==> config.mk <==
export PLATFORM = sky130hd
export DESIGN_NAME = mbr_partition_table_detect
export DESIGN_NICKNAME = d
export VERILOG_FILES = /design/src/hw/rtl/mbrd_pkg.sv /design/src/hw/rtl/mbrd_ram.sv /design/src/hw/rtl/mbrd_front.sv /design/src/hw/rtl/mbrd_jobq.sv /design/src/hw/rtl/mbrd_back.sv /design/src/hw/rtl/mbr_partition_table_detect.sv
export SDC_FILE = /design/constraint.sdc
export NUM_CORES = 1
export LEC_CHECK = 0
export CELL_PAD_IN_SITES_DETAIL_PLACEMENT = 1
export CELL_PAD_IN_SITES_GLOBAL_PLACEMENT = 1
export CORE_MARGIN = 2
export CORE_UTILIZATION = 55
export CTS_CLUSTER_SIZE = 12
export DETAILED_ROUTE_END_ITERATION = 8
export DONT_BUFFER_PORTS = 1
export PLACE_DENSITY = 0.79
export SLEW_MARGIN = 15
export SYNTH_ARGS = -nofsm -noshare
export SYNTH_HDL_FRONTEND = slang
export SYNTH_SLANG_ARGS = --single-unit
export TNS_END_PERCENT = 30
==> constraint.sdc <==
create_clock -name clk_i -period 6.6 [get_ports clk_i]
set_input_delay 0.66 -clock clk_i [delete_from_list [all_inputs] [get_ports clk_i]]
set_output_delay 0.66 -clock clk_i [all_outputs]
set_load 0.01 [all_outputs]
==> src/hw/rtl/mbrd_pkg.sv <==
// shared types, constants and codes for the mbr partition table detector
`default_nettype none

package mbrd_pkg;

  // longest sector tracked; the byte position saturates here
  localparam int unsigned MAX_SECTOR_BYTES = 4096;
  localparam int unsigned POS_W            = $clog2(MAX_SECTOR_BYTES + 1);

  // sector layout
  localparam int unsigned TABLE_OFFSET     = 446;
  localparam int unsigned SIG_OFFSET       = 510;
  localparam int unsigned MIN_SECTOR_BYTES = 512;
  localparam int unsigned NUM_ENTRIES      = 4;
  localparam int unsigned ENTRY_BYTES      = 16;
  localparam int unsigned TABLE_BYTES      = NUM_ENTRIES * ENTRY_BYTES;
  localparam int unsigned TBL_AW           = $clog2(TABLE_BYTES);
  localparam int unsigned ENT_W            = $clog2(NUM_ENTRIES);
  localparam int unsigned ENT_OFS_W        = $clog2(ENTRY_BYTES);
  localparam int unsigned CNT_W            = $clog2(NUM_ENTRIES + 1);

  // byte offsets inside one table entry (start and count are word aligned)
  localparam logic [ENT_OFS_W-1:0] OFS_FLAG      = ENT_OFS_W'(0);
  localparam logic [ENT_OFS_W-1:0] OFS_TYPE      = ENT_OFS_W'(4);
  localparam logic [ENT_OFS_W-1:0] OFS_START     = ENT_OFS_W'(8);
  localparam logic [ENT_OFS_W-1:0] OFS_START_END = ENT_OFS_W'(11);
  localparam logic [ENT_OFS_W-1:0] OFS_COUNT     = ENT_OFS_W'(12);
  localparam logic [ENT_OFS_W-1:0] OFS_COUNT_END = ENT_OFS_W'(15);

  // marker bytes
  localparam logic [7:0] SIG_LOW_BYTE   = 8'h55;
  localparam logic [7:0] SIG_HIGH_BYTE  = 8'hAA;
  localparam int unsigned ACTIVE_BIT    = 7;
  localparam logic [7:0] TYPE_HYBRID_CD = 8'hCD;
  localparam logic [7:0] TYPE_GPT       = 8'hEE;

  // configuration registers
  localparam int unsigned SECTOR_SIZE_W = 16;
  localparam int unsigned DRIVE_COUNT_W = 48;
  localparam int unsigned APB_DW        = 64;
  localparam int unsigned APB_AW        = 4;
  localparam logic [SECTOR_SIZE_W-1:0] SECTOR_SIZE_RESET = SECTOR_SIZE_W'(512);
  localparam logic REG_IDX_SECTOR_SIZE = 1'b0;
  localparam logic REG_IDX_DRIVE_COUNT = 1'b1;

  // job queue between front and back (depth of two or more)
  localparam int unsigned JOBQ_DEPTH = 2;

  typedef enum logic [1:0] {
    OUT_NO_VOLUME   = 2'd0,
    OUT_WHOLE_DRIVE = 2'd1,
    OUT_PARTITION   = 2'd2,
    OUT_READ_ERROR  = 2'd3
  } outcome_e;

  typedef enum logic [1:0] {
    JOB_NO_VOLUME  = 2'd0,
    JOB_READ_ERROR = 2'd1,
    JOB_TABLE      = 2'd2
  } job_e;

  typedef enum logic [2:0] {
    B_IDLE   = 3'd0,
    B_READ   = 3'd1,
    B_EVAL   = 3'd2,
    B_DECIDE = 3'd3,
    B_EMIT   = 3'd4
  } back_state_e;

  typedef struct packed {
    logic [7:0] data_byte;
    logic       read_error;
    logic       sector_end;
  } in_item_t;

  typedef struct packed {
    outcome_e    outcome;
    logic [1:0]  slot;
    logic [31:0] start_lba;
    logic [31:0] lba_count;
    logic [7:0]  type_id;
    logic        is_final;
  } out_item_t;

  typedef struct packed {
    logic              en;
    logic [TBL_AW-1:0] addr;
    logic [7:0]        data;
  } tbl_wr_t;

  typedef struct packed {
    logic              en;
    logic [TBL_AW-1:0] addr;
  } tbl_rd_t;

  typedef struct packed {
    logic valid;
    job_e kind;
  } job_head_t;

endpackage

`default_nettype wire

==> src/hw/rtl/mbrd_ram.sv <==
// generic single write port, single read port ram with registered read
`default_nettype none

module mbrd_ram #(
  parameter int unsigned WIDTH = 8,
  parameter int unsigned DEPTH = 64
) (
  input  wire logic                     clk_i,
  input  wire logic                     we_i,
  input  wire logic [$clog2(DEPTH)-1:0] waddr_i,
  input  wire logic [WIDTH-1:0]         wdata_i,
  input  wire logic                     re_i,
  input  wire logic [$clog2(DEPTH)-1:0] raddr_i,
  output      logic [WIDTH-1:0]         rdata_o
);

  logic [WIDTH-1:0] mem_q [DEPTH];

  // write port
  always_ff @(posedge clk_i) begin
    if (we_i) begin
      mem_q[waddr_i] <= wdata_i;
    end
  end

  // registered read port
  always_ff @(posedge clk_i) begin
    if (re_i) begin
      rdata_o <= mem_q[raddr_i];
    end
  end

endmodule

`default_nettype wire

==> src/hw/rtl/mbrd_front.sv <==
// front end: byte intake, table and signature capture, end of sector classification
`default_nettype none

module mbrd_front (
  input  wire logic                              clk_i,
  input  wire logic                              rst_ni,
  input  wire logic                              in_valid_i,
  output      logic                              in_stall_o,
  input  wire mbrd_pkg::in_item_t                in_data_i,
  input  wire logic [mbrd_pkg::SECTOR_SIZE_W-1:0] sector_size_i,
  input  wire logic                              q_full_i,
  output      logic                              push_o,
  output      mbrd_pkg::job_e                    push_kind_o,
  input  wire logic                              release_i,
  output      mbrd_pkg::tbl_wr_t                 tbl_wr_o
);

  import mbrd_pkg::*;

  logic [POS_W-1:0] pos_q, pos_d;
  logic [7:0]       sig_lo_q, sig_lo_d;
  logic [7:0]       sig_hi_q, sig_hi_d;
  logic             lock_q, lock_d;
  logic             in_table;
  logic             accept;
  logic             sector_done;
  logic             sig_ok;

  // position decode
  assign in_table = (pos_q >= POS_W'(TABLE_OFFSET)) && (pos_q < POS_W'(SIG_OFFSET));

  // hold off while the queue is full, or while the back still reads the table
  assign in_stall_o  = q_full_i || (lock_q && in_table);
  assign accept      = in_valid_i && !in_stall_o;
  assign sector_done = in_data_i.read_error || in_data_i.sector_end;

  // table bytes go to the store
  assign tbl_wr_o.en   = accept && !in_data_i.read_error && in_table;
  assign tbl_wr_o.addr = TBL_AW'(pos_q - POS_W'(TABLE_OFFSET));
  assign tbl_wr_o.data = in_data_i.data_byte;

  // signature bytes including the one in this transfer
  always_comb begin
    sig_lo_d = sig_lo_q;
    sig_hi_d = sig_hi_q;
    if (!in_data_i.read_error && pos_q == POS_W'(SIG_OFFSET)) begin
      sig_lo_d = in_data_i.data_byte;
    end
    if (!in_data_i.read_error && pos_q == POS_W'(SIG_OFFSET + 1)) begin
      sig_hi_d = in_data_i.data_byte;
    end
  end

  assign sig_ok = (sig_lo_d == SIG_LOW_BYTE) && (sig_hi_d == SIG_HIGH_BYTE);

  // end of sector classification
  always_comb begin
    if (sector_size_i < SECTOR_SIZE_W'(MIN_SECTOR_BYTES)) begin
      push_kind_o = JOB_NO_VOLUME;
    end else if (in_data_i.read_error) begin
      push_kind_o = JOB_READ_ERROR;
    end else if (!sig_ok) begin
      push_kind_o = JOB_NO_VOLUME;
    end else begin
      push_kind_o = JOB_TABLE;
    end
  end

  assign push_o = accept && sector_done;

  // position, signature and table lock update
  always_comb begin
    pos_d  = pos_q;
    lock_d = lock_q;
    if (release_i) begin
      lock_d = 1'b0;
    end
    if (push_o && push_kind_o == JOB_TABLE) begin
      lock_d = 1'b1;
    end
    if (accept) begin
      if (sector_done) begin
        pos_d = '0;
      end else if (pos_q < POS_W'(MAX_SECTOR_BYTES)) begin
        pos_d = pos_q + POS_W'(1);
      end
    end
  end

  always_ff @(posedge clk_i or negedge rst_ni) begin
    if (!rst_ni) begin
      pos_q    <= '0;
      sig_lo_q <= '0;
      sig_hi_q <= '0;
      lock_q   <= 1'b0;
    end else begin
      pos_q  <= pos_d;
      lock_q <= lock_d;
      if (accept) begin
        if (sector_done) begin
          sig_lo_q <= '0;
          sig_hi_q <= '0;
        end else begin
          sig_lo_q <= sig_lo_d;
          sig_hi_q <= sig_hi_d;
        end
      end
    end
  end

  // a second table sector can never be queued while the first holds the store
  a_single_table_job: assert property (@(posedge clk_i) disable iff (!rst_ni)
    (push_o && push_kind_o == JOB_TABLE) |-> !lock_q)
    else $error("table job queued while table store is locked");

endmodule

`default_nettype wire

==> src/hw/rtl/mbrd_jobq.sv <==
// short job queue between the front and back ends
`default_nettype none

module mbrd_jobq (
  input  wire logic                 clk_i,
  input  wire logic                 rst_ni,
  input  wire logic                 push_i,
  input  wire mbrd_pkg::job_e       push_kind_i,
  input  wire logic                 pop_i,
  output      logic                 full_o,
  output      mbrd_pkg::job_head_t  head_o
);

  import mbrd_pkg::*;

  localparam int unsigned PTR_W = $clog2(JOBQ_DEPTH);
  localparam int unsigned QCW   = $clog2(JOBQ_DEPTH + 1);

  job_e             slot_q [JOBQ_DEPTH];
  logic [PTR_W-1:0] wr_ptr_q, rd_ptr_q;
  logic [QCW-1:0]   count_q;
  logic             do_pop;

  assign full_o        = (count_q == QCW'(JOBQ_DEPTH));
  assign head_o.valid  = (count_q != '0);
  assign head_o.kind   = slot_q[rd_ptr_q];
  assign do_pop        = pop_i && head_o.valid;

  // storage
  always_ff @(posedge clk_i) begin
    if (push_i) begin
      slot_q[wr_ptr_q] <= push_kind_i;
    end
  end

  // pointers and fill level
  always_ff @(posedge clk_i or negedge rst_ni) begin
    if (!rst_ni) begin
      wr_ptr_q <= '0;
      rd_ptr_q <= '0;
      count_q  <= '0;
    end else begin
      if (push_i) begin
        wr_ptr_q <= (wr_ptr_q == PTR_W'(JOBQ_DEPTH - 1)) ? '0 : wr_ptr_q + PTR_W'(1);
      end
      if (do_pop) begin
        rd_ptr_q <= (rd_ptr_q == PTR_W'(JOBQ_DEPTH - 1)) ? '0 : rd_ptr_q + PTR_W'(1);
      end
      if (push_i && !do_pop) begin
        count_q <= count_q + QCW'(1);
      end else if (!push_i && do_pop) begin
        count_q <= count_q - QCW'(1);
      end
    end
  end

  a_no_overflow: assert property (@(posedge clk_i) disable iff (!rst_ni)
    push_i |-> (!full_o || do_pop))
    else $error("job pushed into a full queue");

endmodule

`default_nettype wire

==> src/hw/rtl/mbrd_back.sv <==
// back end: table sweep, volume checks and result emission
`default_nettype none

module mbrd_back (
  input  wire logic                               clk_i,
  input  wire logic                               rst_ni,
  input  wire mbrd_pkg::job_head_t                job_i,
  output      logic                               pop_o,
  output      logic                               release_o,
  output      mbrd_pkg::tbl_rd_t                  tbl_rd_o,
  input  wire logic [7:0]                         tbl_rdata_i,
  input  wire logic [mbrd_pkg::SECTOR_SIZE_W-1:0] sector_size_i,
  input  wire logic [mbrd_pkg::DRIVE_COUNT_W-1:0] drive_count_i,
  output      logic                               out_valid_o,
  input  wire logic                               out_stall_i,
  output      mbrd_pkg::out_item_t                out_data_o
);

  import mbrd_pkg::*;

  back_state_e       state_q, state_d;
  logic [TBL_AW-1:0] rd_cnt_q, rd_cnt_d;
  logic              cap_en_q;
  logic [TBL_AW-1:0] cap_addr_q;
  logic [ENT_W-1:0]  ent_q, ent_d;
  logic [CNT_W-1:0]  used_q, used_d;
  logic [CNT_W-1:0]  active_q, active_d;
  logic [CNT_W-1:0]  emitted_q, emitted_d;
  logic              ovf_q, ovf_d;

  logic [NUM_ENTRIES-1:0]       flag_q;
  logic [NUM_ENTRIES-1:0][7:0]  type_q;
  logic [NUM_ENTRIES-1:0][31:0] start_q;
  logic [NUM_ENTRIES-1:0][31:0] count_q;

  logic              out_valid_q;
  out_item_t         out_q;
  out_item_t         res;
  logic              load;
  logic              out_free;

  logic [31:0]       cur_start;
  logic [31:0]       cur_count;
  logic [32:0]       cur_sum;
  logic              cur_over;
  logic              table_ok;
  logic              last_ent;
  logic              is_last_part;
  logic [ENT_W-1:0]  cap_ent;
  logic [ENT_OFS_W-1:0] cap_ofs;
  logic [1:0]        cap_lane;

  assign out_free    = !out_valid_q || !out_stall_i;
  assign out_valid_o = out_valid_q;
  assign out_data_o  = out_q;

  // current entry, 33 bit end sum against the drive size
  assign cur_start    = start_q[ent_q];
  assign cur_count    = count_q[ent_q];
  assign cur_sum      = {1'b0, cur_start} + {1'b0, cur_count};
  assign cur_over     = DRIVE_COUNT_W'(cur_sum) > drive_count_i;
  assign last_ent     = (ent_q == ENT_W'(NUM_ENTRIES - 1));
  assign is_last_part = ((emitted_q + CNT_W'(1)) == used_q);

  // whole table verdict
  assign table_ok = !ovf_q
                 && !((sector_size_i != SECTOR_SIZE_W'(MIN_SECTOR_BYTES))
                      && (type_q[0] == TYPE_HYBRID_CD))
                 && (type_q[0] != TYPE_GPT)
                 && (used_q != '0)
                 && (active_q <= CNT_W'(1));

  // sequencer
  always_comb begin
    state_d       = state_q;
    rd_cnt_d      = rd_cnt_q;
    ent_d         = ent_q;
    used_d        = used_q;
    active_d      = active_q;
    emitted_d     = emitted_q;
    ovf_d         = ovf_q;
    pop_o         = 1'b0;
    release_o     = 1'b0;
    tbl_rd_o.en   = 1'b0;
    tbl_rd_o.addr = rd_cnt_q;
    load          = 1'b0;
    res           = '0;
    res.outcome   = OUT_NO_VOLUME;
    res.is_final  = 1'b1;

    unique case (state_q)
      B_IDLE: begin
        if (job_i.valid) begin
          unique case (job_i.kind)
            JOB_TABLE: begin
              pop_o    = 1'b1;
              rd_cnt_d = '0;
              state_d  = B_READ;
            end
            JOB_READ_ERROR: begin
              if (out_free) begin
                pop_o       = 1'b1;
                load        = 1'b1;
                res.outcome = OUT_READ_ERROR;
              end
            end
            JOB_NO_VOLUME: begin
              if (out_free) begin
                pop_o       = 1'b1;
                load        = 1'b1;
                res.outcome = OUT_NO_VOLUME;
              end
            end
            default: begin
              pop_o = 1'b1;
            end
          endcase
        end
      end

      // one table byte per cycle
      B_READ: begin
        tbl_rd_o.en = 1'b1;
        rd_cnt_d    = rd_cnt_q + TBL_AW'(1);
        if (rd_cnt_q == TBL_AW'(TABLE_BYTES - 1)) begin
          release_o = 1'b1;
          ent_d     = '0;
          used_d    = '0;
          active_d  = '0;
          ovf_d     = 1'b0;
          state_d   = B_EVAL;
        end
      end

      // one entry per cycle, stop counting after the first overrun
      B_EVAL: begin
        if (cur_start != '0 && !ovf_q) begin
          active_d = active_q + CNT_W'(flag_q[ent_q]);
          if (cur_over) begin
            ovf_d = 1'b1;
          end else begin
            used_d = used_q + CNT_W'(1);
          end
        end
        ent_d = ent_q + ENT_W'(1);
        if (last_ent) begin
          state_d = B_DECIDE;
        end
      end

      B_DECIDE: begin
        if (!table_ok) begin
          if (out_free) begin
            load          = 1'b1;
            res.outcome   = OUT_WHOLE_DRIVE;
            res.lba_count = '1;
            state_d       = B_IDLE;
          end
        end else begin
          ent_d     = '0;
          emitted_d = '0;
          state_d   = B_EMIT;
        end
      end

      // one partition transfer per used entry
      B_EMIT: begin
        if (cur_start == '0) begin
          ent_d = ent_q + ENT_W'(1);
          if (last_ent) begin
            state_d = B_IDLE;
          end
        end else if (out_free) begin
          load          = 1'b1;
          res.outcome   = OUT_PARTITION;
          res.slot      = 2'(ent_q);
          res.start_lba = cur_start;
          res.lba_count = cur_count;
          res.type_id   = type_q[ent_q];
          res.is_final  = is_last_part;
          emitted_d     = emitted_q + CNT_W'(1);
          ent_d         = ent_q + ENT_W'(1);
          if (is_last_part || last_ent) begin
            state_d = B_IDLE;
          end
        end
      end

      default: begin
        state_d = B_IDLE;
      end
    endcase
  end

  always_ff @(posedge clk_i or negedge rst_ni) begin
    if (!rst_ni) begin
      state_q     <= B_IDLE;
      rd_cnt_q    <= '0;
      cap_en_q    <= 1'b0;
      ent_q       <= '0;
      used_q      <= '0;
      active_q    <= '0;
      emitted_q   <= '0;
      ovf_q       <= 1'b0;
      out_valid_q <= 1'b0;
    end else begin
      state_q   <= state_d;
      rd_cnt_q  <= rd_cnt_d;
      cap_en_q  <= tbl_rd_o.en;
      ent_q     <= ent_d;
      used_q    <= used_d;
      active_q  <= active_d;
      emitted_q <= emitted_d;
      ovf_q     <= ovf_d;
      if (load) begin
        out_valid_q <= 1'b1;
      end else if (!out_stall_i) begin
        out_valid_q <= 1'b0;
      end
    end
  end

  // output register payload
  always_ff @(posedge clk_i) begin
    if (load) begin
      out_q <= res;
    end
  end

  // capture of the read data into the per entry fields
  assign cap_ent  = cap_addr_q[TBL_AW-1 -: ENT_W];
  assign cap_ofs  = cap_addr_q[ENT_OFS_W-1:0];
  assign cap_lane = cap_addr_q[1:0];

  always_ff @(posedge clk_i) begin
    cap_addr_q <= tbl_rd_o.addr;
    if (cap_en_q) begin
      unique case (cap_ofs) inside
        OFS_FLAG: flag_q[cap_ent] <= tbl_rdata_i[ACTIVE_BIT];
        OFS_TYPE: type_q[cap_ent] <= tbl_rdata_i;
        [OFS_START:OFS_START_END]: start_q[cap_ent][8*cap_lane +: 8] <= tbl_rdata_i;
        [OFS_COUNT:OFS_COUNT_END]: count_q[cap_ent][8*cap_lane +: 8] <= tbl_rdata_i;
        default: ;
      endcase
    end
  end

  a_part_has_start: assert property (@(posedge clk_i) disable iff (!rst_ni)
    (out_valid_q && out_q.outcome == OUT_PARTITION) |-> (out_q.start_lba != '0))
    else $error("partition transfer with zero start");

  a_single_is_final: assert property (@(posedge clk_i) disable iff (!rst_ni)
    (out_valid_q && out_q.outcome != OUT_PARTITION) |-> out_q.is_final)
    else $error("single result transfer not marked final");

  a_release_from_sweep: assert property (@(posedge clk_i) disable iff (!rst_ni)
    release_o |=> (state_q == B_EVAL))
    else $error("table released outside the read sweep");

endmodule

`default_nettype wire

==> src/hw/rtl/mbr_partition_table_detect.sv <==
// A sector ending in no volume or read error gives its transfer from the job queue through the output
// register; a sector with a valid signature gives its first result after the sweep of the 64 byte table
// through the single table ram read port, 4 entry checks and one decision state.
// Throughput: one byte per cycle; intake stalls while the job queue is full, or while the next
// sector reaches the table area before the sweep of the previous table has finished.
// Reset: sector_size 512, drive count 0, position and signatures zero; table ram is not cleared.
`default_nettype none

module mbr_partition_table_detect (
  input  wire logic                          clk_i,
  input  wire logic                          rst_ni,
  input  wire logic                          in_valid_i,
  output      logic                          in_stall_o,
  input  wire mbrd_pkg::in_item_t            in_data_i,
  output      logic                          out_valid_o,
  input  wire logic                          out_stall_i,
  output      mbrd_pkg::out_item_t           out_data_o,
  input  wire logic                          psel,
  input  wire logic                          penable,
  input  wire logic                          pwrite,
  input  wire logic [mbrd_pkg::APB_AW-1:0]   paddr,
  input  wire logic [mbrd_pkg::APB_DW-1:0]   pwdata,
  output      logic [mbrd_pkg::APB_DW-1:0]   prdata,
  output      logic                          pready
);

  import mbrd_pkg::*;

  logic [SECTOR_SIZE_W-1:0] sector_size_q;
  logic [DRIVE_COUNT_W-1:0] drive_count_q;
  logic                     cfg_wr;
  logic                     reg_idx;

  logic      q_full;
  logic      push;
  job_e      push_kind;
  logic      pop;
  logic      release_tbl;
  job_head_t head;
  tbl_wr_t   tbl_wr;
  tbl_rd_t   tbl_rd;
  logic [7:0] tbl_rdata;

  // configuration registers, 8 byte stride
  assign pready  = 1'b1;
  assign reg_idx = paddr[3];
  assign cfg_wr  = psel && penable && pwrite && pready;

  always_ff @(posedge clk_i or negedge rst_ni) begin
    if (!rst_ni) begin
      sector_size_q <= SECTOR_SIZE_RESET;
      drive_count_q <= '0;
    end else if (cfg_wr) begin
      unique case (reg_idx)
        REG_IDX_SECTOR_SIZE: sector_size_q <= pwdata[SECTOR_SIZE_W-1:0];
        REG_IDX_DRIVE_COUNT: drive_count_q <= pwdata[DRIVE_COUNT_W-1:0];
        default: ;
      endcase
    end
  end

  // register read back
  always_comb begin
    unique case (reg_idx)
      REG_IDX_SECTOR_SIZE: prdata = APB_DW'(sector_size_q);
      REG_IDX_DRIVE_COUNT: prdata = APB_DW'(drive_count_q);
      default:             prdata = '0;
    endcase
  end

  mbrd_front u_front (
    .clk_i        (clk_i),
    .rst_ni       (rst_ni),
    .in_valid_i   (in_valid_i),
    .in_stall_o   (in_stall_o),
    .in_data_i    (in_data_i),
    .sector_size_i(sector_size_q),
    .q_full_i     (q_full),
    .push_o       (push),
    .push_kind_o  (push_kind),
    .release_i    (release_tbl),
    .tbl_wr_o     (tbl_wr)
  );

  mbrd_ram #(
    .WIDTH(8),
    .DEPTH(TABLE_BYTES)
  ) u_table_ram (
    .clk_i  (clk_i),
    .we_i   (tbl_wr.en),
    .waddr_i(tbl_wr.addr),
    .wdata_i(tbl_wr.data),
    .re_i   (tbl_rd.en),
    .raddr_i(tbl_rd.addr),
    .rdata_o(tbl_rdata)
  );

  mbrd_jobq u_jobq (
    .clk_i      (clk_i),
    .rst_ni     (rst_ni),
    .push_i     (push),
    .push_kind_i(push_kind),
    .pop_i      (pop),
    .full_o     (q_full),
    .head_o     (head)
  );

  mbrd_back u_back (
    .clk_i        (clk_i),
    .rst_ni       (rst_ni),
    .job_i        (head),
    .pop_o        (pop),
    .release_o    (release_tbl),
    .tbl_rd_o     (tbl_rd),
    .tbl_rdata_i  (tbl_rdata),
    .sector_size_i(sector_size_q),
    .drive_count_i(drive_count_q),
    .out_valid_o  (out_valid_o),
    .out_stall_i  (out_stall_i),
    .out_data_o   (out_data_o)
  );

endmodule

`default_nettype wire

==> impl_metrics.toml <==
[yosys]
yosysTopAreaCell = "edfxtp_1"
yosys.cell_count.top_type = "edfxtp_1"
synth_cell_types = 76
synth_edf_count = 893
syn_area_um2 = 42600
synth_top_area_share_pct = 63.0
avgSynthCellArea_um2 = 18.1
synthArstFlopShare_pct = 11.9
synth_flop_cell = "edfxtp_1"
yosysSeqAreaShare_pct = 70.4
synthTopCellsByCount = "893 x edfxtp_1, 241 x mux4_2, 149 x nor2_1"
yosys_warnings = 0
netlist_instances = 2355
synth_seq_cells = 1020
synth.area.top_cells = "edfxtp_1 63%, mux4_2 13%, dfrtp_1 7.1%"

[die]
start_util_pct = 55.2
pin_count = 229
dieArea_um2 = 79700
die_h_um = 282
core_area_um2 = 77100
die_w_um = 282
rows = 102

[final_layout]
areaGrowthSynthToFinish_pct = 10.3
final_nets = 2567
drive_above_1_share_pct = 20.8
utilization_pct = 60.9
diodes = 0

[clock_network]
clock_sinks = 1020
clk_pin_slew_ns = 0.06
cts_buffers = 103
cts_tree = "yes"
cts_buffer_depth = 3
cts_max_level = 3
clock_latency_ns = 0.68
cts_root_buf = "clkbuf_16"

[sta]
timing.setup.tns_ns = 0
max_freq_mhz = 162
layout_min_cycle_time_ns = 6.18
tightestPinTransition_ns = 1.26
rsz0062_at_grt = "no"
clock_skew_ns = 0.0356
period_share_pct = 93.6
setup_ws_ns = 0.424
setup_viol = 0
hold_violations = 0
slew_violations = 0
max_slew_margin_pct = 15.8

[setup_path]
criticalPathCategory = "reg2reg"
rrSetupSlack_ns = 0.42
r2r-end = "u_back.used_q[2]"
cp_max_fo = 12
crit_required_ns = 7.17
r2r_start = "u_back.ent_q[0]"
cp.arrival_ns = 6.75
r2r_cells = 24
worst_setup_path_end_kind = "register"
startpoint_type = "register"

[route]
finalWirelength_um = 102000
drc = 0
wl_per_cell_um = 28.9
firstDrtPassIters = 7
vias = 21900
viasPerCell = 6.22
detail-route-antenna-nets = 0
drt_iter0_markers = 1823

[hold_path]
hold_start = "in_data_i[9]"
hold_path_end = "u_table_ram.mem_q[36][7]"
whs_path_depth = 0
min_path_type = "in2reg"

[global_route]
grt_pass1_wl_um = 152000
grt_max_degree = 122
antenna_found_initial = 3
track_usage_pct = 25.9
grt.overflow.total = 0
grt_pass1_vias = 23600

[outcome]
status = "finished, final reports clean"

[power]
cellPowerDensity_nw_per_um2 = 411
combPwrFrac_pct = 27.3
switching_share_pct = 30.9
clock_power_share_pct = 28.6
p_sw_mw = 5.96
leakagePower_nw = 16.1
p_int_mw = 13.3
ir_drop_uv = 347
p_seq_share_pct = 44.1

[job]
maxCapViolCount = 0

[placement]
portBuffers = 0
dp_hpwl_um = 66200
place_ws_ns = 0.0171
place_congestion = 0.817
-- critical path, cell delays in order, from the launching register on --
cell and delay (ns):
dfrtp_4 0.57, buf_4 0.19, buf_4 0.13, mux4_2 0.45
ha_1 0.20, inv_1 0.05, fa_1 0.40, nor2b_1 0.19
o31a_1 0.23, o22a_1 0.28, a31oi_1 0.22, a211o_1 0.37
o2111ai_1 0.30, a31oi_1 0.13, o21bai_1 0.17, xor2_1 0.10
ha_1 0.31, nand4_1 0.15, nor3_1 0.33, nand2_1 0.26
a21o_1 0.21, a21oi_1 0.36, buf_4 0.19, o21ai_0 0.09
a21oi_1 0.18
-- registers in the layout, summed over array words and instances, names as in the netlist, 8 cells and up --
signal and cells:
u_table_ram.mem_q 512, u_front.sig_lo_q 8, sector_size_q 16, u_back.count_q 128, u_table_ram.rdata_o 8, u_front.sig_hi_q 8, u_back.start_q 128, u_back.type_q 32
u_back.out_data_o 77, u_front.pos_q 13, drive_count_q 48
-- repair_timing --
| item | CTS | global route |
|---|---|---|
| setup buffers | 1 | 12 |
| cloned | 0 | 0 |
| resized for setup | 0 | 2 |
| hold buffers | 2 | 0 |
| hold endpoints to repair | 121 | 0 |
| endpoints found under the setup margin | 3 | 4 |
-- metrics by stage --
stage	total power [mW]	cells	cell area [µm²]	hold WS, ns
2_1_floorplan	12.2	2370	42600	0.345
3_3_place_gp	13.6	3321	43700	0.367
3_5_place_dp	13.8	3321	43700	0.367
4_1_cts	19.4	3509	46900	0.0532
5_1_grt	20.1	3521	47000	0.0661
6_report	19.3	3521	47000	0.0785
-- logic make-up after synthesis --
group           Yosys count  share of synthesized area [%]
other cells               2                         0.0176
xor+xnor                 44                          0.905
flops                  1020                           70.4
compound gates          224                           3.65
fa+ha+maj                81                           2.40
simple gates            479                           5.81
buf+inv                 174                           1.72
mux                     331                           15.1
-- routing by layer --
metal | routed length [µm] | part of all wire (%) | vias up | global-route usage, %
met5 | 13 | 0.013 | - | 0
met4 | 2890 | 2.8 | 2 | 7.87
met3 | 5260 | 5.2 | 178 | 3.88
met2 | 53900 | 53 | 729 | 46.6
met1 | 39600 | 39 | 11600 | 32.6
li1 | - | - | 9376 | -
-- worst max path at each step --
stage	slack [ns]	startpoint	to
after detailed placement	0.02	u_back.ent_q[0]	u_back.used_q[2]
final	0.42	u_back.ent_q[0]	u_back.used_q[2]
after global routing	0.03	u_back.ent_q[0]	u_back.used_q[0]
after CTS	0.17	u_back.ent_q[0]	u_back.used_q[2]
after floorplan	0.78	u_back.ent_q[0]	u_back.used_q[2]
after global placement	0.14	u_back.ent_q[0]	u_back.used_q[2]
-- placed cells by master (no fill, tap or decap), types with 6 or more instances in the layout --
cell	Yosys	final
nand2_1	76	76
nor2b_1	11	11
xnor2_1	23	23
a31oi_1	8	8
o21a_1	7	6
nor4bb_1	8	8
buf_4	18	34
o21ai_0	36	35
clkinv_1	0	9
dfxtp_1	6	6
inv_1	62	62
clkbuf_16	0	104
nand3_1	17	17
clkinv_2	0	8
or3_1	6	6
a22o_1	20	20
nor4_1	14	14
conb_1	2	17
clkbuf_1	63	46
clkbuf_8	0	9
or2_2	6	6
and2_1	127	127
nor2_1	149	147
a21o_1	61	61
o21bai_1	10	10
nand4_1	20	20
a21oi_1	44	44
ha_1	80	80
mux2_2	84	84
mux4_2	241	241
xor2_1	21	21
edfxtp_1	893	893
nand2b_1	9	9
nor3_1	10	10
dfrtp_1	120	115
-- cell type report --
| type | count | area [µm²] |
|---|---|---|
| Fill cell | 6612 | 30100 |
| Sequential cell | 1020 | 30000 |
| Multi-Input combinational cell | 1176 | 12000 |
| Clock buffer | 159 | 2900 |
| Tap cell | 1040 | 1300 |
| Timing Repair Buffer | 38 | 333 |
| Clock inverter | 26 | 250 |
| Inverter | 62 | 233 |
-- power by group through the flow --
stage	clock network [mW]	logic [mW]	registers, mW
after floorplan	0	3.90	8.26
after global placement	0	4.94	8.63
after CTS	5.59	5.28	8.53
after global routing	5.80	5.73	8.58
final	5.52	5.27	8.51
after detailed placement	0	5.18	8.67
Power figures use the tool's default switching activity.
